[src/rtl/core/fcf_pkg.sv]
// Types, constants and tables of the flow pair consistency filter
package fcf_pkg;

  localparam int unsigned DATA_W        = 16;
  localparam int unsigned FRAC_BITS_DEF = 5;
  localparam int unsigned CFG_W         = 15;
  localparam int unsigned ANG_LIM_RST   = 640;
  localparam int unsigned APB_DW        = 32;
  localparam int unsigned APB_AW        = 3;
  localparam int unsigned SQ_W          = 2 * DATA_W - 1;
  localparam int unsigned LEN_W         = SQ_W + 1;
  localparam int unsigned LIM_W         = 2 * CFG_W;

  localparam int unsigned CW            = 20;
  localparam int unsigned ZW            = 24;
  localparam int unsigned AT_W          = 20;
  localparam int unsigned CORDIC_STEPS  = 16;
  localparam int unsigned STEP_W        = $clog2(CORDIC_STEPS);
  localparam int unsigned STEPS_PER_STG = 2;
  localparam int unsigned CORDIC_STGS   = CORDIC_STEPS / STEPS_PER_STG;
  localparam int unsigned DEG_SHIFT     = 14;
  localparam int unsigned ROUND_SHIFT   = 8;
  localparam int unsigned ANG_W         = ZW - ROUND_SHIFT;

  localparam logic signed [ZW-1:0] Z_HALF_TURN = ZW'(180 << DEG_SHIFT);
  localparam logic signed [ZW-1:0] Z_FULL_TURN = ZW'(360 << DEG_SHIFT);
  localparam logic signed [ZW-1:0] Z_ROUND     = ZW'(1 << (ROUND_SHIFT - 1));
  localparam logic [ANG_W-1:0]     ANG_FULL    = ANG_W'(23040);

  localparam logic [AT_W-1:0] ATAN_TAB [CORDIC_STEPS] = '{
    AT_W'(737280), AT_W'(435242), AT_W'(229970), AT_W'(116736),
    AT_W'(58595),  AT_W'(29326),  AT_W'(14667),  AT_W'(7334),
    AT_W'(3667),   AT_W'(1833),   AT_W'(917),    AT_W'(458),
    AT_W'(229),    AT_W'(115),    AT_W'(57),     AT_W'(29)
  };

  // Register select, taken from paddr[2]
  localparam logic REG_MIN_LEN = 1'b0;
  localparam logic REG_ANG_LIM = 1'b1;

  typedef struct packed {
    logic signed [DATA_W-1:0] dx;
    logic signed [DATA_W-1:0] dy;
  } vec_t;

  typedef struct packed {
    vec_t first;
    vec_t second;
  } pair_t;

  typedef struct packed {
    logic signed [CW-1:0] x;
    logic signed [CW-1:0] y;
    logic signed [ZW-1:0] z;
    logic                 zero;
  } lane_t;

  typedef struct packed {
    pair_t vecs;
    lane_t a;
    lane_t b;
    logic  dir_en;
  } work_t;

endpackage

[src/rtl/core/fcf_cfg.sv]
// APB register file: minimum length and angle limit, squared limit
module fcf_cfg #(
  parameter int unsigned FRAC_BITS = fcf_pkg::FRAC_BITS_DEF
) (
  input  logic                       clk,
  input  logic                       rst_n,
  input  logic                       psel,
  input  logic                       penable,
  input  logic                       pwrite,
  input  logic [fcf_pkg::APB_AW-1:0] paddr,
  input  logic [fcf_pkg::APB_DW-1:0] pwdata,
  output logic [fcf_pkg::APB_DW-1:0] prdata,
  output logic                       pready,
  output logic [fcf_pkg::LIM_W-1:0]  lim,
  output logic [fcf_pkg::CFG_W-1:0]  ang_lim
);
  import fcf_pkg::*;

  localparam logic [CFG_W-1:0] MIN_LEN_RST = CFG_W'(1 << FRAC_BITS);
  localparam logic [LIM_W-1:0] LIM_RST     = LIM_W'((1 << FRAC_BITS) * (1 << FRAC_BITS));

  logic [CFG_W-1:0] min_len_r;
  logic [CFG_W-1:0] ang_lim_r;
  logic [LIM_W-1:0] lim_r;
  logic             wr_en;

  assign pready = 1'b1;
  assign wr_en  = psel && penable && pwrite;

  always_ff @(posedge clk) begin
    if (!rst_n) begin
      min_len_r <= MIN_LEN_RST;
      ang_lim_r <= CFG_W'(ANG_LIM_RST);
      lim_r     <= LIM_RST;
    end else begin
      lim_r <= LIM_W'(min_len_r) * LIM_W'(min_len_r);
      if (wr_en) begin
        case (paddr[2])
          REG_MIN_LEN: min_len_r <= pwdata[CFG_W-1:0];
          REG_ANG_LIM: ang_lim_r <= pwdata[CFG_W-1:0];
          default: ;
        endcase
      end
    end
  end

  always_comb begin
    case (paddr[2])
      REG_MIN_LEN: prdata = APB_DW'(min_len_r);
      REG_ANG_LIM: prdata = APB_DW'(ang_lim_r);
      default:     prdata = '0;
    endcase
  end

  assign lim     = lim_r;
  assign ang_lim = ang_lim_r;

endmodule

[config.mk]
export PLATFORM = sky130hd
export DESIGN_NAME = fcf_cfg
export DESIGN_NICKNAME = d
export VERILOG_FILES = /design/src/rtl/core/fcf_pkg.sv /design/src/rtl/core/fcf_cfg.sv
export SDC_FILE = /design/constraint.sdc
export NUM_CORES = 1
export LEC_CHECK = 0
export BUFFER_PORTS_ARGS = -buffer_cell sky130_fd_sc_hd__buf_2
export CAP_MARGIN = 20
export CORE_UTILIZATION = 60
export CTS_BUF_LIST = sky130_fd_sc_hd__clkbuf_8
export DETAILED_ROUTE_END_ITERATION = 10
export GPL_ROUTABILITY_DRIVEN = 1
export PLACE_DENSITY = 0.79
export SYNTH_ARGS = -nofsm -noshare
export SYNTH_HDL_FRONTEND = slang
export SYNTH_SLANG_ARGS = --single-unit
[constraint.sdc]
create_clock -name clk -period 12.9 [get_ports clk]
set_clock_uncertainty 0.1 [all_clocks]
set_input_delay 0 -clock clk [delete_from_list [all_inputs] [get_ports clk]]
set_output_delay 0 -clock clk [all_outputs]
set_load 0.005 [all_outputs]
# [Yosys cells after proc, flatten, opt, wreduce, memory -nomap -nowiden]
# Cells that the tools add are included.
[word_totals] ff_bits=60 in_bits=40 out_inout_bits=78 elab_cells=10
[classes] n_mul=1 muxes=1 bitwise=1 n_reduce_logical=4
[op_table] op="32-bit case mux with 2 select lines" count=1
[op_table] op="15-bit by 15-bit multiplier with 30-bit output" count=1
[op_table] op="2-bit AND reduction" count=2
[op_table] op="1-bit logical AND" count=2
[op_table] op="1-bit inverter" count=1

# [Longest topological paths before layout]
[logic_depth] ltp_word=3 depth_mapped=22

# [Worst setup path after synthesis]
# Ideal clock, no wire load.
[synth_path] kind="register to register" start="reg min_len_r[12]" end="reg lim_r[29], in the netlist lim[29]" setup_ns=0.072 arrival_time_ns=5.552 setup_slack_ns=7.177 stages_incl_launch_ff=21 path_buffers=3 synth_period_minus_slack_ns=5.723 cell_sequence="dfxtp_1 > clkbuf_1 > clkbuf_1 > nand2_1 > fa_1 > fa_1 > inv_1 > fa_1 > fa_1 > fa_1 > inv_1 > fa_1 > inv_1 > ha_1 > clkbuf_1 > a21oi_1 > o22ai_1 > a211oi_2 > o221ai_2 > a211oi_2 > mux2i_1"
[synth_via] elab_chain_len=1
[synth_lines] item="start: declaration" line_no="fcf_cfg.sv:22" text="logic [CFG_W-1:0] min_len_r;"
[synth_lines] item="start signal: assignment" line_no="fcf_cfg.sv:39" text="REG_MIN_LEN: min_len_r <= pwdata[CFG_W-1:0];"
[synth_lines] item="15-bit by 15-bit multiplier with 30-bit output" line_no="fcf_cfg.sv:36" text="lim_r <= LIM_W'(min_len_r) * LIM_W'(min_len_r);"
[synth_lines] item="end signal: assignment" line_no="fcf_cfg.sv:36"
[synth_lines] item="end: declaration" line_no="fcf_cfg.sv:24" text="logic [LIM_W-1:0] lim_r;"
# Every way passes these cells.
# A chain may end at the register's enable or synchronous reset.

# [Worst setup path in the final report]
[layout_path] start="reg min_len_r[3]" end="reg lim_r[23], in the netlist lim[23]"
# The elaborated chain is that of the path after synthesis.

==> out/qor.txt <==
Place WS = 6.65 ns
element type at the critical path end = flip-flop
Pins Over Slew Limit = 0
count of buffer and inverter cells on the critical path = 5
Max Root-Sink Buffers = 2
mapped cell area = 8600 sq um
met2 usage = 49.6%
Mean Syn Cell Area = 8.77 sq um
sequential fraction of the synthesis area = 13.7%
row count = 43
multi-input logic area = 6440 sq um
worst setup path category = flip-flop to flip-flop
crit-path max FO = 16
total die area = 14800 sq um
IO Pins = 118
Worst R2R Setup Slack = 6.56 ns
First DRT Iteration DRCs = 304
Antenna Nets Post-Route = 0
worst r2r src = min_len_r[3]
slowest CP cell = dfxtp_1
most common cell after layout, fill and taps aside = inv_1
Synth cell types = 47
Top Usage Layer GRT = met2
DIE HEIGHT = 122 um
HP Class = input pin to flip-flop
Worst path depth = 19
Area Overhead vs Synth = 8.86%
vias in the first global route = 6760
routed wire length = 19100 um
cell mode on critical path = fa_1
Synth Instances = 981
Reg clk slew, reported paths = 0.07 ns
Worst Max-Slew Pin Slew = 1.06 ns
first-pass GRT wire length = 32100 um
routing usage on met1 = 34.0%
area share of the largest cell type after synthesis = 31.4%
Seq. cell area = 1180 sq um
largest cells by area after synthesis = fa_1, dfxtp_1, ha_1, inv_1, nand2_1
slowest stage delay, CP = 0.77 ns
fillcell total = 1128
Worst Slack Setup Final = 6.56 ns
Initial Util = 61.7%
yosys warns = 0
most frequent cells in the layout = inv_1, nand2_1, fa_1
Yosys reg bits = 59
fmax = 158 MHz
Slew headroom = 29.2%
cell taking the most area after synthesis = fa_1
P_leak = 5.22 nW
period utilization = 49.1%
vias per cell = 5.31
Setup crit end = lim[23]
GPL Wtd Cong = 0.889
Final Setup Violations = 0
initial antenna violation count = 0
maximum vdd drop = 68.3 uV
R2R depth = 19
layout net count = 1319
Die Wd = 122 um
CTS HTree Levels = 3
EDFF count, synth = 0
Pre-Repair DR Iteration Count = 4
DR DRC count = 0
TNS Setup = 0 ns
nature of the critical path startpoint = flip-flop
status = complete, no violations
Fin. Hold Viols = 0
Top delay family on crit path = adder cells
PD cells = 45.6 nW/um^2
CTS sink count = 59
Main synth FF type = dfxtp_1
PortBufs = 79
hpwl dp = 14900 um
GRT Resource Usage Total = 28.2%
CTS Buf Count = 9
CP required = 13.10 ns
layout cells sized above 1 = 11.2%
largest net degree at the start of global routing = 70
Worst Setup SP = min_len_r[3]
Via Count = 6560
# diodes = 0
number of max-cap violations = 0
CTS root buffer = clkbuf_8
M3 GR Usage = 5.95%
Final min period = 6.34 ns
CORE AREA = 13900 sq um
worst path arrival time = 6.53 ns
Clock Latency Late Sink = 0.37 ns
FFs w/ async S/R, synth = 0%
unrepaired setup endpoints after global routing = false
worst reg2reg endpoint = lim[23]
Avg WL per Cell = 15.5 um
CTS tree = built
critical path, cell by cell = inv_1, nor2_1, fa_1, inv_1, fa_1, inv_1, fa_1, fa_1, fa_1, inv_1, fa_1, inv_1, ha_1, a21oi_1, o22ai_1, a21oi_1, o21ai_1, a221oi_1, mux2i_1
remaining global-route overflow = 0
cts repair resizes = 0
==> sequential cells by signal, indices dropped and copies added (netlist names) <==
register,cells
min_len_r,15
ang_lim,15
lim,29
==> power by group <==
group,switching (mW),internal (mW),leakage [nW]
clock,0.0807,0.0914,0.111
sequential,0.00726,0.186,0.477
combinational,0.0343,0.0268,4.63
total,0.122,0.304,5.22
==> metal layers <==
| metal | vias to the layer above | share of wire, % |
|---|---|---|
| li1 | 3111 | - |
| met1 | 3209 | 39 |
| met2 | 188 | 52 |
| met3 | 52 | 5.3 |
| met4 | 0 | 3.5 |
| met5 | - | 0 |
==> synth_stat cells, drive strengths merged (13+ instances only) <==
master,number
ha,93
nand2,162
nor2,13
fa,135
o21ai,20
and2,57
clkbuf,34
dfxtp,59
a21boi,30
buf,20
a21oi,26
xnor2,16
inv,206
==> cell families (layout without fill, tap and decap cells) <==
kind of cell / count (synthesis) / after routing / share of synthesized area (%)
AO/OA/AOI/OAI: 112 / 112 / 9.27
XOR/XNOR: 25 / 25 / 2.55
adder cells (fa/ha/maj): 228 / 228 / 44.9
buffers and inverters: 260 / 318 / 12.2
flip-flops: 59 / 59 / 13.7
multiplexers: 21 / 21 / 2.59
other: 2 / 19 / 0.0873
AND/OR/NAND/NOR: 274 / 274 / 14.6
==> per-stage QoR <==
stage               instances  util (%)  total power, mW  cell area [sq um]  hold slack [ns]
global route             1236      67.2            0.449               9360            0.175
global placement         1205      64.8            0.253               9030            0.128
detailed placement       1205      64.8            0.254               9030            0.130
CTS                      1236      67.2            0.432               9360            0.121
finish                   1236      67.2            0.427               9360            0.136
floorplan                 998         -            0.237               8670           0.0240
==> worst min-delay path, cell delays in order <==
cell and delay, ns:
buf_2 0.11, nand3_1 0.10, nor2_1 0.17, nand2_1 0.11, a21boi_0 0.06
==> worst min-delay path by stage <==
stage | from | end | depth (start not counted)
final | penable | ang_lim[2] | 5
after CTS | penable | ang_lim[2] | 5
after global routing | penable | ang_lim[14] | 5
after floorplan | pwdata[5] | min_len_r[5] | 2
after detailed placement | pwdata[9] | ang_lim[9] | 3
after global placement | pwdata[9] | ang_lim[9] | 3
==> area by class of cell <==
class / instances / share of cell area, %
Multi-Input combinational cell: 679 / 68.7
Sequential cell: 59 / 12.6
Inverter: 206 / 8.26
Timing Repair Buffer: 96 / 5.99
Tap cell: 180 / 2.41
Clock buffer: 10 / 1.47
Clock inverter: 6 / 0.534
==> repair_timing <==
action                     CTS  global route
setup endpoints to repair    0             0
hold buffers                15             0
setup buffers                0             0
hold endpoints to repair    30             0
Note: power is estimated with default switching activity, not from simulation.
