===== src/rtl/core/fcf_pkg.sv =====
// Types, constants and tables of the flow pair consistency filter
package fcf_pkg;

  localparam int unsigned DATA_W        = 16;
  localparam int unsigned FRAC_BITS_DEF = 5;
  localparam int unsigned CFG_W         = 15;
  localparam int unsigned ANG_LIM_RST   = 640;
  localparam int unsigned APB_DW        = 32;
  localparam int unsigned APB_AW        = 3;
  localparam int unsigned SQ_W          = 2 * DATA_W - 1;
  localparam int unsigned LEN_W         = SQ_W + 1;
  localparam int unsigned LIM_W         = 2 * CFG_W;

  localparam int unsigned CW            = 20;
  localparam int unsigned ZW            = 24;
  localparam int unsigned AT_W          = 20;
  localparam int unsigned CORDIC_STEPS  = 16;
  localparam int unsigned STEP_W        = $clog2(CORDIC_STEPS);
  localparam int unsigned STEPS_PER_STG = 2;
  localparam int unsigned CORDIC_STGS   = CORDIC_STEPS / STEPS_PER_STG;
  localparam int unsigned DEG_SHIFT     = 14;
  localparam int unsigned ROUND_SHIFT   = 8;
  localparam int unsigned ANG_W         = ZW - ROUND_SHIFT;

  localparam logic signed [ZW-1:0] Z_HALF_TURN = ZW'(180 << DEG_SHIFT);
  localparam logic signed [ZW-1:0] Z_FULL_TURN = ZW'(360 << DEG_SHIFT);
  localparam logic signed [ZW-1:0] Z_ROUND     = ZW'(1 << (ROUND_SHIFT - 1));
  localparam logic [ANG_W-1:0]     ANG_FULL    = ANG_W'(23040);

  localparam logic [AT_W-1:0] ATAN_TAB [CORDIC_STEPS] = '{
    AT_W'(737280), AT_W'(435242), AT_W'(229970), AT_W'(116736),
    AT_W'(58595),  AT_W'(29326),  AT_W'(14667),  AT_W'(7334),
    AT_W'(3667),   AT_W'(1833),   AT_W'(917),    AT_W'(458),
    AT_W'(229),    AT_W'(115),    AT_W'(57),     AT_W'(29)
  };

  // Register select, taken from paddr[2]
  localparam logic REG_MIN_LEN = 1'b0;
  localparam logic REG_ANG_LIM = 1'b1;

  typedef struct packed {
    logic signed [DATA_W-1:0] dx;
    logic signed [DATA_W-1:0] dy;
  } vec_t;

  typedef struct packed {
    vec_t first;
    vec_t second;
  } pair_t;

  typedef struct packed {
    logic signed [CW-1:0] x;
    logic signed [CW-1:0] y;
    logic signed [ZW-1:0] z;
    logic                 zero;
  } lane_t;

  typedef struct packed {
    pair_t vecs;
    lane_t a;
    lane_t b;
    logic  dir_en;
  } work_t;

endpackage


===== src/rtl/core/fcf_check.sv =====
// Length stages: squares, sums, length tests and CORDIC lane set-up
module fcf_check (
  input  logic                      clk,
  input  logic                      rst_n,
  input  logic [fcf_pkg::LIM_W-1:0] lim,
  input  logic                      s_valid,
  output logic                      s_ready,
  input  fcf_pkg::pair_t            s_data,
  output logic                      m_valid,
  input  logic                      m_ready,
  output fcf_pkg::work_t            m_data
);
  import fcf_pkg::*;

  function automatic logic [SQ_W-1:0] square(input logic signed [DATA_W-1:0] v);
    logic signed [2*DATA_W-1:0] p;
    p = v * v;
    return p[SQ_W-1:0];
  endfunction

  function automatic lane_t lane_init(input vec_t v, input logic drop);
    lane_t l;
    l.zero = drop || (v.dx == '0 && v.dy == '0);
    if (v.dx[DATA_W-1]) begin
      l.x = -CW'(v.dx);
      l.y = -CW'(v.dy);
      l.z = Z_HALF_TURN;
    end else begin
      l.x = CW'(v.dx);
      l.y = CW'(v.dy);
      l.z = '0;
    end
    return l;
  endfunction

  logic             a_v_r, b_v_r, c_v_r;
  logic             en_a, en_b, en_c;
  pair_t            a_pair_r, b_pair_r;
  logic [SQ_W-1:0]  a_sq_ax_r, a_sq_ay_r, a_sq_bx_r, a_sq_by_r;
  logic [LEN_W-1:0] b_la_r, b_lb_r;
  logic [LEN_W-1:0] lim_ext;
  logic             a_short, b_short, a_drop;
  work_t            c_work_nxt, c_work_r;

  assign en_c    = !c_v_r || m_ready;
  assign en_b    = !b_v_r || en_c;
  assign en_a    = !a_v_r || en_b;
  assign s_ready = en_a;

  always_comb begin
    lim_ext  = LEN_W'(lim);
    a_short  = b_la_r < lim_ext;
    b_short  = b_lb_r < lim_ext;
    a_drop   = a_short || ({b_la_r, 2'b00} < {2'b00, b_lb_r}) || (b_la_r > b_lb_r);
    c_work_nxt.vecs = b_pair_r;
    if (a_drop) begin
      c_work_nxt.vecs.first = '0;
    end
    if (b_short) begin
      c_work_nxt.vecs.second = '0;
    end
    c_work_nxt.a      = lane_init(b_pair_r.first, a_drop);
    c_work_nxt.b      = lane_init(b_pair_r.second, b_short);
    c_work_nxt.dir_en = !a_short || !b_short;
  end

  always_ff @(posedge clk) begin
    if (!rst_n) begin
      a_v_r <= 1'b0;
      b_v_r <= 1'b0;
      c_v_r <= 1'b0;
    end else begin
      if (en_a) a_v_r <= s_valid;
      if (en_b) b_v_r <= a_v_r;
      if (en_c) c_v_r <= b_v_r;
    end
  end

  always_ff @(posedge clk) begin
    if (en_a) begin
      a_pair_r  <= s_data;
      a_sq_ax_r <= square(s_data.first.dx);
      a_sq_ay_r <= square(s_data.first.dy);
      a_sq_bx_r <= square(s_data.second.dx);
      a_sq_by_r <= square(s_data.second.dy);
    end
    if (en_b) begin
      b_pair_r <= a_pair_r;
      b_la_r   <= LEN_W'(a_sq_ax_r) + LEN_W'(a_sq_ay_r);
      b_lb_r   <= LEN_W'(a_sq_bx_r) + LEN_W'(a_sq_by_r);
    end
    if (en_c) begin
      c_work_r <= c_work_nxt;
    end
  end

  assign m_valid = c_v_r;
  assign m_data  = c_work_r;

endmodule


===== config.mk =====
export PLATFORM = sky130hd
export DESIGN_NAME = fcf_check
export DESIGN_NICKNAME = d
export VERILOG_FILES = /design/src/rtl/core/fcf_pkg.sv /design/src/rtl/core/fcf_check.sv
export SDC_FILE = /design/constraint.sdc
export NUM_CORES = 2
export LEC_CHECK = 0
export BUFFER_PORTS_ARGS = -buffer_cell sky130_fd_sc_hd__buf_2
export CORE_AREA = 3 3 404 406
export CTS_BUF_LIST = sky130_fd_sc_hd__clkbuf_2 sky130_fd_sc_hd__clkbuf_4 sky130_fd_sc_hd__clkbuf_8
export CTS_CLUSTER_SIZE = 40
export DETAILED_ROUTE_END_ITERATION = 8
export DIE_AREA = 0 0 407 409
export SETUP_SLACK_MARGIN = 0.05
export SYNTH_ARGS = -nofsm -noshare
export SYNTH_HDL_FRONTEND = slang
export SYNTH_SLANG_ARGS = --single-unit

===== constraint.sdc =====
create_clock -name clk -period 11.5 [get_ports clk]
set_input_delay 1.15 -clock clk [delete_from_list [all_inputs] [get_ports clk]]
set_output_delay 1.15 -clock clk [all_outputs]
set_load 0.03 [all_outputs]

# --- Yosys cells after proc, flatten, opt, wreduce, memory -nomap -nowiden ---
# Index checks and enable logic that the tools add are counted.
totals:
  output_inout_bits: 197
  wordCells: 67
  regBits: 514
classes:
  n_mux: 2
  add_sub_neg: 6
  reduce_logical: 19
  multipliers: 4
  magnitude_cmp: 4
op_table:
  columns: ["cell", "n"]
  rows:
  - ["16-bit by 16-bit multiplier with 31-bit output", 4]
  - ["59-bit 2-to-1 mux", 2]
  - ["16-bit negation with 20-bit output", 4]
  - ["31-bit by 31-bit adder with 32-bit output", 2]
  - ["16-bit zero test", 4]
  - ["32-bit by 30-bit < comparator with 1-bit output", 2]
  - ["34-bit by 32-bit < comparator with 1-bit output", 1]
  - ["32-bit > comparator", 1]
  - ["1-bit logical OR", 8]
  - ["1-bit zero test", 5]
  - ["1-bit logical AND", 2]

# --- Logic depth before layout (Yosys ltp) ---
depth:
  ltp_word: 4
  depth_mapped: 25
  depth_no_buf: 23

# --- Worst setup path before layout ---
# OpenSTA, ideal clock, no wires.
synth_timing:
  path_type: "input -> register"
  startpoint: "in m_ready"
  endpoint: "reg a_pair_r[0] (netlist name), enable pin"
  stages: 2
  setup_slack_ns: 3.882
  n_path_buf: 0
  required_time_ns: 9.502
  setup_ns: 1.998
  t_arrival_ns: 5.620
  cell_sequence: "nor2b_1 -> nand3_1"
synth_via:
  elab_chain_cells: 3
synth_lines:
  columns: ["element", "line", "text"]
  rows:
  - ["from (decl)", "fcf_check.sv:10", "input logic m_ready,"]
  - ["1-bit logical OR", "fcf_check.sv:45", "assign en_c = !c_v_r || m_ready;"]
  - ["1-bit logical OR", "fcf_check.sv:46", "assign en_b = !b_v_r || en_c;"]
  - ["1-bit logical OR", "fcf_check.sv:47", "assign en_a = !a_v_r || en_b;"]
  - ["via s_ready", "fcf_check.sv:7", "output logic s_ready,"]
  - ["to (signal assigned)", "fcf_check.sv:81", "a_pair_r <= s_data;"]
  - ["to (decl)", "fcf_check.sv:38", "pair_t a_pair_r, b_pair_r;"]
# The timed path passes the listed nets, and every way through them passes these cells.
# A chain may end at the register's enable or synchronous reset.

# --- Worst setup path after layout ---
layout_timing:
  startpoint: "in s_data[63] (netlist name)"
  endpoint: "reg a_sq_ax_r[30] (data pin)"
layout_via:
  elab_chain_cells: 1
layout_lines:
  columns: ["element", "line", "text"]
  rows:
  - ["from (decl)", "fcf_check.sv:8", "input fcf_pkg::pair_t s_data,"]
  - ["16-bit by 16-bit multiplier with 31-bit output", "fcf_check.sv:17", "p = v * v;"]
  - ["to (signal assigned)", "fcf_check.sv:82", "a_sq_ax_r <= square(s_data.first.dx);"]
  - ["to (decl)", "fcf_check.sv:39", "logic [SQ_W-1:0] a_sq_ax_r, a_sq_ay_r, a_sq_bx_r, a_sq_by_r;"]
# Every way passes these cells.

==> key figures <==
Clocking
  • Post-CTS Resized: 0
  • Clock latency on the worst-skew pair: 0.77 ns
  • CTS Hold Buffers Added: 0
  • CTS Buffer Depth: 3
  • Clk sinks: 460
  • Post-CTS setup buffer count: 0
  • Reg clk slew, reported paths: 0.07 ns
  • Max H-tree Level: 3
  • CTS buffer count: 85
  • CTS tree: built
  • Root buf cell: clkbuf_8

Run status
  • Run status: finished, final reports clean

Timing
  • Crit path time final: 7.09 ns
  • Final Hold Fails: 0
  • Setup TNS: 0 ns
  • Maximum clock rate: 0.141 GHz
  • RSZ-0062 raised after global routing: false
  • Rel. slew slack: 20.2%
  • Fin crit share: 61.7%
  • Clk_skew: 0.0624 ns
  • Least-Margin Pin Slew: 1.20 ns
  • Fin. max-slew vios: 0
  • Final setup violation count: 0

Drt
  • Vias per std cell: 4.73
  • Routed via count: 37,000
  • Initial DRC Count: 2,070
  • Total Wirelength: 137,000 um
  • DRT Pass-1 Iters: 5
  • Post-route DRC: 0
  • Avg WL per Cell: 17.5 um
  • Antenna-violating nets left: 0

Floorplanning
  • Die H: 409 um
  • Core box area: 160,000 sq um
  • Area of the die: 166,000 sq um
  • Initial Utilization: 34.9%
  • # rows: 147
  • Chip width: 407 um
  • Ports: 295

Cells and area
  • Most common cell after layout, fill and taps aside: inv_1
  • Non-Filler Instances: 7,823
  • Commonest cells after routing, fill and taps aside: inv_1 (1,374), fa_1 (915), ha_1 (532)
  • Area growth, synth to finish: 9.60%
  • Share of cells above drive strength 1: 8.17%
  • Fin nets: 7,133
  • Post-layout util: 38.2%
  • Design Area, Final: 61,200 sq um

Setup path
  • Worst R2R Start: b_pair_r[0]
  • Worst EP required: 11.99 ns
  • Startpoint Class: input pin
  • Setup Crit Path Kind: in -> reg
  • Critical path fanouts, max: 19
  • Setup crit end kind: register
  • Worst setup startpoint: s_data[63]
  • Worst EP arrival: 7.58 ns

Yosys
  • Synthesized area: 55,900 sq um
  • Avg Inst Size Synth: 10.5 sq um
  • Cell taking the most area after synthesis: fa_1
  • Cells after Synth: 5,343
  • Syn. warnings: 0
  • Ys async rst share: 0%
  • Synth area leaders: fa_1 (33%), edfxtp_1 (25%), ha_1 (12%)
  • Register bit total from synthesis: 460
  • Synth unique cells: 73
  • Post-synth top area share: 32.8%
  • Top_reg_cell synth: edfxtp_1
  • Number of flops mapped to enable cells by yosys: 457
  • Sequential area share after synthesis: 24.7%

Flow run
  • Max-cap viol count: 0

Placement
  • I/O Buffers: 254
  • RePlAce Congestion: 0.871
  • Placed cell count: 7,661
  • HPWL after DPL: 114,000 um
  • Post-place instance area: 59,400 sq um

Hold path
  • Hold Crit Class: reg -> reg
  • Beginning of the worst hold path: a_pair_r[21]

GRT
  • GR Overflow Total: 0
  • First-pass GRT wire length: 220,000 um
  • Initial antenna violation count: 20
  • Largest net degree at the start of global routing: 83
  • Vias in the first global route: 40,200
  • Gr usage total: 17.0%
through the flow:
step	worst slack, ns	hold slack [ns]
floorplan	3.88	0.400
finish	4.41	0.401
CTS	4.53	0.398
global route	3.99	0.419
global placement	3.76	0.401
detailed placement	3.70	0.405
cells by family (layout without fill, tap and decap cells):
logic type,after synthesis,in the layout,share of synthesized area [%]
other,1,55,0.00671
AND/OR/NAND/NOR,1067,1067,9.02
XOR/XNOR,268,268,4.20
multiplexers,6,6,0.121
AO/OA/AOI/OAI,559,559,6.64
adder cells (fa/ha/maj),1447,1447,44.7
flip-flops,460,460,24.7
buffers and inverters,1535,1801,10.6
registers in the layout, indices dropped and copies added (netlist names):
| signal | flops |
|---|---|
| m_data | 149 |
| b_la_r | 32 |
| m_valid | 1 |
| a_sq_ay_r | 29 |
| a_sq_bx_r | 29 |
| a_sq_by_r | 29 |
| a_pair_r | 64 |
| a_v_r | 1 |
| b_pair_r | 64 |
| a_sq_ax_r | 29 |
| b_v_r | 1 |
| b_lb_r | 32 |
final cells by class:
type	instances	area [sq um]
Clock buffer	108	1340
Multi-Input combinational cell	3395	36400
Inverter	1380	5180
Sequential cell	460	13800
Timing Repair Buffer	266	1360
Clock inverter	47	472
Tap cell	2160	2700
Fill cell	15800	99000
Antenna cell	7	17.5
Yosys cell counts, types with 38 or more instances:
| cell | instances |
|---|---|
| nand3_1 | 38 |
| inv_1 | 1375 |
| o21ai_0 | 103 |
| and2_1 | 153 |
| nand2_1 | 386 |
| ha_1 | 532 |
| a21oi_1 | 146 |
| xor2_1 | 57 |
| clkbuf_1 | 102 |
| nor2_1 | 252 |
| a21o_1 | 93 |
| buf_4 | 47 |
| edfxtp_1 | 457 |
| fa_1 | 915 |
| and3_1 | 46 |
| xnor2_1 | 211 |
final timing paths:
check        cells past startpoint  slack (ns)             to
max                             22        4.41  a_sq_ax_r[30]
min                              0        0.40   b_pair_r[21]
max reg2reg                      8        8.13     m_data[44]
min reg2reg                      0        0.40   b_pair_r[21]
worst max-delay path, stage by stage:
cell and delay [ns]:
buf_2 0.24, inv_1 0.51, nor2_1 0.17, fa_1 0.77
inv_1 0.12, fa_1 0.57, inv_1 0.27, fa_1 0.49
fa_1 0.51, fa_1 0.50, inv_1 0.05, fa_1 0.47
inv_1 0.04, ha_1 0.35, and4_1 0.23, a31oi_1 0.17
nand2_1 0.07, a31oi_1 0.20, o221ai_1 0.17, a31o_2 0.26
a21oi_1 0.17, xnor2_1 0.08
routing by layer:
layer / part of all wire (%) / global-route usage (%) / wire, um
met2: 48 / 28.7 / 66500
met4: 2.1 / 4.14 / 2950
met1: 43 / 22.7 / 59600
met3: 6.0 / 2.78 / 8220
met5: 0.052 / 0 / 71
Power is left out: the tool's default activity adds up to more than one toggle a clock period on the data nets, which glitch-free logic cannot reach.
