==> src/rtl/core/fcf_pkg.sv <==
// Types, constants and tables of the flow pair consistency filter
package fcf_pkg;

  localparam int unsigned DATA_W        = 16;
  localparam int unsigned FRAC_BITS_DEF = 5;
  localparam int unsigned CFG_W         = 15;
  localparam int unsigned ANG_LIM_RST   = 640;
  localparam int unsigned APB_DW        = 32;
  localparam int unsigned APB_AW        = 3;
  localparam int unsigned SQ_W          = 2 * DATA_W - 1;
  localparam int unsigned LEN_W         = SQ_W + 1;
  localparam int unsigned LIM_W         = 2 * CFG_W;

  localparam int unsigned CW            = 20;
  localparam int unsigned ZW            = 24;
  localparam int unsigned AT_W          = 20;
  localparam int unsigned CORDIC_STEPS  = 16;
  localparam int unsigned STEP_W        = $clog2(CORDIC_STEPS);
  localparam int unsigned STEPS_PER_STG = 2;
  localparam int unsigned CORDIC_STGS   = CORDIC_STEPS / STEPS_PER_STG;
  localparam int unsigned DEG_SHIFT     = 14;
  localparam int unsigned ROUND_SHIFT   = 8;
  localparam int unsigned ANG_W         = ZW - ROUND_SHIFT;

  localparam logic signed [ZW-1:0] Z_HALF_TURN = ZW'(180 << DEG_SHIFT);
  localparam logic signed [ZW-1:0] Z_FULL_TURN = ZW'(360 << DEG_SHIFT);
  localparam logic signed [ZW-1:0] Z_ROUND     = ZW'(1 << (ROUND_SHIFT - 1));
  localparam logic [ANG_W-1:0]     ANG_FULL    = ANG_W'(23040);

  localparam logic [AT_W-1:0] ATAN_TAB [CORDIC_STEPS] = '{
    AT_W'(737280), AT_W'(435242), AT_W'(229970), AT_W'(116736),
    AT_W'(58595),  AT_W'(29326),  AT_W'(14667),  AT_W'(7334),
    AT_W'(3667),   AT_W'(1833),   AT_W'(917),    AT_W'(458),
    AT_W'(229),    AT_W'(115),    AT_W'(57),     AT_W'(29)
  };

  // Register select, taken from paddr[2]
  localparam logic REG_MIN_LEN = 1'b0;
  localparam logic REG_ANG_LIM = 1'b1;

  typedef struct packed {
    logic signed [DATA_W-1:0] dx;
    logic signed [DATA_W-1:0] dy;
  } vec_t;

  typedef struct packed {
    vec_t first;
    vec_t second;
  } pair_t;

  typedef struct packed {
    logic signed [CW-1:0] x;
    logic signed [CW-1:0] y;
    logic signed [ZW-1:0] z;
    logic                 zero;
  } lane_t;

  typedef struct packed {
    pair_t vecs;
    lane_t a;
    lane_t b;
    logic  dir_en;
  } work_t;

endpackage

==> src/rtl/core/fcf_decide.sv <==
// Angle rounding, direction comparison and the output register
module fcf_decide (
  input  logic                      clk,
  input  logic                      rst_n,
  input  logic [fcf_pkg::CFG_W-1:0] ang_lim,
  input  logic                      s_valid,
  output logic                      s_ready,
  input  fcf_pkg::work_t            s_data,
  output logic                      m_valid,
  input  logic                      m_ready,
  output fcf_pkg::pair_t            m_data
);
  import fcf_pkg::*;

  function automatic logic [CFG_W-1:0] angle(input lane_t l);
    logic signed [ZW-1:0] zz;
    logic signed [ZW-1:0] sum;
    logic [ANG_W-1:0]     r;
    zz  = l.z[ZW-1] ? l.z + Z_FULL_TURN : l.z;
    sum = zz + Z_ROUND;
    r   = sum[ZW-1:ROUND_SHIFT];
    if (r >= ANG_FULL) begin
      r = r - ANG_FULL;
    end
    return l.zero ? '0 : r[CFG_W-1:0];
  endfunction

  logic               d_v_r, e_v_r;
  logic               en_d, en_e;
  pair_t              d_vecs_r, e_vecs_r, e_vecs_nxt;
  logic               d_dir_en_r;
  logic [CFG_W-1:0]   d_ang_a_r, d_ang_b_r;
  logic signed [CFG_W:0] diff;
  logic [CFG_W-1:0]   diff_abs;

  assign en_e    = !e_v_r || m_ready;
  assign en_d    = !d_v_r || en_e;
  assign s_ready = en_d;

  always_comb begin
    diff       = $signed({1'b0, d_ang_a_r}) - $signed({1'b0, d_ang_b_r});
    diff_abs   = diff[CFG_W] ? CFG_W'(-diff) : diff[CFG_W-1:0];
    e_vecs_nxt = d_vecs_r;
    if (d_dir_en_r && diff_abs > ang_lim) begin
      e_vecs_nxt = '0;
    end
  end

  always_ff @(posedge clk) begin
    if (!rst_n) begin
      d_v_r <= 1'b0;
      e_v_r <= 1'b0;
    end else begin
      if (en_d) d_v_r <= s_valid;
      if (en_e) e_v_r <= d_v_r;
    end
  end

  always_ff @(posedge clk) begin
    if (en_d) begin
      d_vecs_r   <= s_data.vecs;
      d_dir_en_r <= s_data.dir_en;
      d_ang_a_r  <= angle(s_data.a);
      d_ang_b_r  <= angle(s_data.b);
    end
    if (en_e) begin
      e_vecs_r <= e_vecs_nxt;
    end
  end

  assign m_valid = e_v_r;
  assign m_data  = e_vecs_r;

endmodule

==> config.mk <==
export PLATFORM = sky130hd
export DESIGN_NAME = fcf_decide
export DESIGN_NICKNAME = d
export VERILOG_FILES = /design/src/rtl/core/fcf_pkg.sv /design/src/rtl/core/fcf_decide.sv
export SDC_FILE = /design/constraint.sdc
export NUM_CORES = 1
export LEC_CHECK = 0
export BUFFER_PORTS_ARGS = -buffer_cell sky130_fd_sc_hd__buf_4
export CORE_MARGIN = 1.5
export CORE_UTILIZATION = 46
export DETAILED_ROUTE_END_ITERATION = 10
export PLACE_DENSITY = 0.75
export SETUP_SLACK_MARGIN = 0.3
export SLEW_MARGIN = 20
export SYNTH_ARGS = -nofsm -noshare
export SYNTH_HDL_FRONTEND = slang
export SYNTH_SLANG_ARGS = --single-unit
export TNS_END_PERCENT = 1
==> constraint.sdc <==
create_clock -name clk -period 4.5 [get_ports clk]
set_clock_uncertainty 0.05 [all_clocks]
set_input_delay 0.675 -clock clk [delete_from_list [all_inputs] [get_ports clk]]
set_output_delay 0.675 -clock clk [all_outputs]
set_load 0.02 [all_outputs]
# After elaboration in Yosys (flattened, before gate mapping)
# Index checks and enable logic that the tools add are counted.
[word_totals]
output_inout_bits = 66
in_bits = 214
register_bits = 161
elab_cells = 34
[op_classes]
add_sub_neg = 8
order_cmp = 3
muxes = 5
reduce_logical = 5
[ops]
columns = ["op", "n"]
rows = [
  ["24-bit adder (second input constant)", 2],
  ["24-bit by 9-bit adder with 24-bit output (second input constant)", 2],
  ["24-bit 2-to-1 mux", 2],
  ["15-bit 2-to-1 mux", 3],
  ["16-bit by 15-bit >= comparator with 1-bit output (second input constant)", 2],
  ["15-bit subtractor (second input constant)", 2],
  ["15-bit by 15-bit subtractor with 16-bit output", 1],
  ["15-bit greater-than comparator", 1],
  ["15-bit negator", 1],
  ["1-bit logical NOT", 2],
  ["1-bit logical OR", 2],
  ["1-bit logical AND", 1],
]

# Depth between registers and ports, before layout
[logic_depth]
depth_word = 5
ltp_mapped = 21
depth_no_buf = 19

# Worst setup path after synthesis
# OpenSTA, ideal clock, no wires.
[synth_path]
kind = "register -> register"
start = "register d_ang_a_r[0]"
end = "register e_vecs_r, in the netlist m_data[0] (data pin)"
path_stages_with_launch = 19
path_slack_ns = -0.089
arrival_ns = 4.387
period_less_slack_ns = 4.589
cell_sequence = "edfxtp_1 inv_1 ha_1 inv_1 fa_1 a21oi_2 o2111ai_2 a21oi_1 a211oi_1 or4b_4 nor3_4 a41oi_1 xnor2_1 ha_1 nand4_1 o41ai_1 clkbuf_1 a21oi_1 o21ai_0"
[synth_via]
elab_chain_len = 5
[synth_lines]
columns = ["item", "line", "source"]
rows = [
  ["from (decl)", "fcf_decide.sv:32", "logic [CFG_W-1:0] d_ang_a_r, d_ang_b_r;"],
  ["from (signal assigned)", "fcf_decide.sv:63", "d_ang_a_r <= angle(s_data.a);"],
  ["15-bit by 15-bit subtractor with 16-bit output (*)", "fcf_decide.sv:41", "diff = $signed({1'b0, d_ang_a_r}) - $signed({1'b0, d_ang_b_r});"],
  ["15-bit negator", "fcf_decide.sv:42", "diff_abs = diff[CFG_W] ? CFG_W'(-diff) : diff[CFG_W-1:0];"],
  ["15-bit 2-to-1 mux (*)", "fcf_decide.sv:42", ""],
  ["15-bit greater-than comparator (*)", "fcf_decide.sv:44", "if (d_dir_en_r && diff_abs > ang_lim) begin"],
  ["1-bit logical AND (*)", "fcf_decide.sv:44", ""],
  ["to (signal assigned)", "fcf_decide.sv:67", "e_vecs_r <= e_vecs_nxt;"],
  ["to (decl)", "fcf_decide.sv:30", "pair_t d_vecs_r, e_vecs_r, e_vecs_nxt;"],
]
# Mark *: on every way between the ends. The rest lies on a longest branch, timed or not.
# A chain may end at the register's enable or synchronous reset.

# Worst setup path after layout
[layout_path]
start = "register d_ang_a_r[0]"
end = "register e_vecs_r, in the netlist m_data[39] (data pin)"
# Same word-level chain as after synthesis.

==> impl_metrics.env <==
export IMPL_post_cts_hold_buffer_count=0
export IMPL_layout_commonest_cell="sky130_fd_sc_hd__buf_4"
export IMPL_layout_common_cells="202 x sky130_fd_sc_hd__buf_4, 159 x sky130_fd_sc_hd__edfxtp_1, 87 x sky130_fd_sc_hd__a21oi_1"
export IMPL_layout_nets=1331
export IMPL_synth_top_cell_area_share=0.510
export IMPL_final_design_area_no_fill_um2=12300
export IMPL_critical_path_top_delay_family="compound AO/OA/AOI/OAI gates"
export IMPL_timing_setup_critical_path_class="reg -> reg"
export IMPL_synth_simple_gate_area_share=0.172
export IMPL_max_stage_delay_ps=380
export IMPL_start_util=0.466
export IMPL_netlist_instances=885
export IMPL_detail_route_antenna_nets=0
export IMPL_antenna_found_initial=1
export IMPL_multi_input_comb_area_um2=4390
export IMPL_synthAdderAreaFrac=0.0516
export IMPL_synth_distinct_cells=76
export IMPL_timing_final_crit_period_ps=4400
export IMPL_ys_flop_type="sky130_fd_sc_hd__edfxtp_1"
export IMPL_portBuffers=185
export IMPL_mux_contribution_to_synthesized_area=0.0147
export IMPL_ir_drop_uv=407
export IMPL_synth_edff_count=159
export IMPL_library_cell_used_as_clock_root_buffer="sky130_fd_sc_hd__clkbuf_16"
export IMPL_die_w_um=146
export IMPL_area_delta_synth_final_pct=31.2
export IMPL_max_freq_mhz=227
export IMPL_setup_reg_to_reg_worst_slack_ps=100
export IMPL_grt_setup_unrepaired="true"
export IMPL_worstPathBufferInverterCount=7
export IMPL_cts_htree_levels=4
export IMPL_vias_in_the_first_global_route=6956
export IMPL_power_per_cell_area_nw_per_um2=664
export IMPL_total_leakage_power_nw=5.09
export IMPL_worst_skew_late_latency_ps=430
export IMPL_setup_worst_path_end_class="flop"
export IMPL_synth_top_family_by_area="simple AND/OR/NAND/NOR gates"
export IMPL_core_area_um2=20100
export IMPL_rows=52
export IMPL_maxSlewHeadroom=0.443
export IMPL_ys_ff_latch=161
export IMPL_tightest_slew_ps=835
export IMPL_grt_max_degree=65
export IMPL_instances_no_fill=1363
export IMPL_routed_wirelength_mm=21.7
export IMPL_gp_routability_congestion=0.837
export IMPL_post_synth_cell_area_avg_um2=10.6
export IMPL_cts_buffers=17
export IMPL_synth_top_cells_by_area="sky130_fd_sc_hd__edfxtp_1 51%, sky130_fd_sc_hd__a21oi_1 5.0%, sky130_fd_sc_hd__ha_1 4.9%"
export IMPL_max_clock_path_buffers=2
export IMPL_crit_path_top_delay_cell="sky130_fd_sc_hd__edfxtp_1"
export IMPL_timing_max_transition_violations_final=0
export IMPL_cp_data_required_time_ps=4730
export IMPL_worst_setup_path_start_kind="flop"
export IMPL_drc=0
export IMPL_synth_xor_xnor_area_share=0.0504
export IMPL_dp_hpwl_mm=14.7
export IMPL_floorplan_die_height_um=146
export IMPL_final_report_hold_violation_count=0
export IMPL_via_count_normalized_by_instance_count=5.47
export IMPL_synthesized_netlist_net_count=1137
export IMPL_synth_async_reset_ratio=0
export IMPL_tritoncts_clock_tree="done"
export IMPL_grt_first_pass_wirelength_mm=34.1
export IMPL_clk_pin_slew_ps=70
export IMPL_status="finished clean"
export IMPL_global_route_usage_total=0.201
export IMPL_post_dp_cell_area_um2=11200
export IMPL_setup_violations_final=0
export IMPL_nFillCells=1589
export IMPL_synth_area_um2=9370
export IMPL_routedWlPerCell_um=15.9
export IMPL_gr_total_overflow=0
export IMPL_drive_gt1_frac=0.288
export IMPL_yosysTopAreaCell="sky130_fd_sc_hd__edfxtp_1"
export IMPL_floorplan_die_area_um2=21200
export IMPL_timing_critical_path_arrival_ps=4630
export IMPL_synth_yosys_seq_area_share=0.514
export IMPL_cap_violations=0
export IMPL_firstDrtPassIters=5
export IMPL_yosysWarningCount=0
export IMPL_final_min_period_over_clock_period=0.978
export IMPL_synth_compound_gate_area_share=0.157
export IMPL_numPlacedInstances=1314
export IMPL_crit_path_max_fanout=6
export IMPL_critical_path_cell_chain="inv_2 > ha_4 > inv_2 > fa_2 > a21oi_4 > buf_6 > o211ai_1 > a2111oi_2 > buf_4 > xnor2_4 > nor3_4 > a21oi_2 > xnor2_1 > ha_1 > a21o_1 > a21o_1 > a21oi_4 > buf_12 > buf_12 > buf_16 > and3_1 > a21oi_1 > o21ai_1"
export IMPL_area_taken_by_flip_flops_and_latches_um2=4810
export IMPL_detailroute_via_count=7451
export IMPL_detail_route_iter0_violations=543
export IMPL_num_io_pins=280
export IMPL_clkSinkCount=161
export IMPL_hp_class="in -> reg"
[cell usage after synthesis (all sizes together), types with 11 or more instances]
cell type / n
edfxtp: 159
a21oi: 95
nand3: 83
o21ai: 83
and3: 67
inv: 50
clkbuf: 43
nor2: 40
ha: 37
xnor2: 34
nand2: 26
xor2: 19
nor3: 14
nor2b: 11
[logic make-up (layout without fill, tap and decap cells)]
family,Yosys count,after routing
simple gates,290,290
flops,161,161
fa+ha+maj,38,38
compound gates,235,235
other cells,0,1
buf+inv,96,303
mux,12,12
xor+xnor,53,53
[per-layer routing]
metal | track usage | share of wire | vias to the layer above
li1 | - | - | 3703
met3 | 0.0339 | 0.055 | 44
met5 | 0 | 0 | -
met4 | 0.0923 | 0.029 | 0
met1 | 0.253 | 0.42 | 3463
met2 | 0.340 | 0.50 | 241
[worst reg2reg max path, stage by stage, from the launching register on]
cell and delay, ps:
sky130_fd_sc_hd__edfxtp_1 380, sky130_fd_sc_hd__inv_2 80, sky130_fd_sc_hd__ha_4 130, sky130_fd_sc_hd__inv_2 30
sky130_fd_sc_hd__fa_2 360, sky130_fd_sc_hd__a21oi_4 210, sky130_fd_sc_hd__buf_6 120, sky130_fd_sc_hd__o211ai_1 110
sky130_fd_sc_hd__a2111oi_2 380, sky130_fd_sc_hd__buf_4 200, sky130_fd_sc_hd__xnor2_4 80, sky130_fd_sc_hd__nor3_4 260
sky130_fd_sc_hd__a21oi_2 90, sky130_fd_sc_hd__xnor2_1 190, sky130_fd_sc_hd__ha_1 270, sky130_fd_sc_hd__a21o_1 190
sky130_fd_sc_hd__a21o_1 200, sky130_fd_sc_hd__a21oi_4 170, sky130_fd_sc_hd__buf_12 170, sky130_fd_sc_hd__buf_12 140
sky130_fd_sc_hd__buf_16 120, sky130_fd_sc_hd__and3_1 170, sky130_fd_sc_hd__a21oi_1 50, sky130_fd_sc_hd__o21ai_1 90
[what timing repair did]
item,in CTS,in global routing
hold endpoints to repair,0,0
cloned,3,2
pin swaps,10,15
endpoints found under the setup margin,64,64
gates resized for setup,20,48
buffers inserted,9,2
[where the power goes]
part | total, mW | internal [mW] | switching, mW
combinational | 4.28 | 1.96 | 2.32
clock | 1.58 | 0.954 | 0.628
sequential | 2.30 | 2.17 | 0.123
[flip-flops by register name, indices dropped and copies added, names as in the netlist]
signal,flops
d_v_r,1
d_dir_en_r,1
m_data,64
d_ang_b_r,15
d_ang_a_r,15
d_vecs_r,64
m_valid,1
[path summary, 6_finish.rpt]
| check | startpoint | to | depth (start not counted) |
|---|---|---|---|
| worst max-delay path | d_ang_a_r[0] | m_data[39] | 23 |
| worst min-delay path | s_data[149] | d_vecs_r[18] | 1 |
| worst max register to register | d_ang_a_r[0] | m_data[39] | 23 |
| worst min register to register | d_v_r | m_valid | 1 |
[layout make-up]
class                      instances  share of cell area
sequential                       161               0.392
tap                              270              0.0275
antenna                            1            0.000204
clock buffer                      18              0.0349
multi-input combinational        628               0.357
inverter                          50              0.0153
timing repair buffer             221               0.156
clock inverter                    14              0.0176
[per-stage QoR]
| step | worst slack (ps) | power [mW] | hold WS (ps) | TNS [ps] | util |
|---|---|---|---|---|---|
| after floorplan | 318 | 4.74 | 413 | 0 | - |
| after global placement | 90.7 | 5.77 | 480 | 0 | 0.558 |
| after detailed placement | -54.6 | 5.88 | 489 | -66.2 | 0.558 |
| after CTS | 154 | 7.93 | 350 | 0 | 0.603 |
| after global routing | -141 | 8.60 | 347 | -2500 | 0.611 |
| final | 100 | 8.16 | 366 | 0 | 0.611 |
No activity file was read; power rests on OpenSTA's default activity.
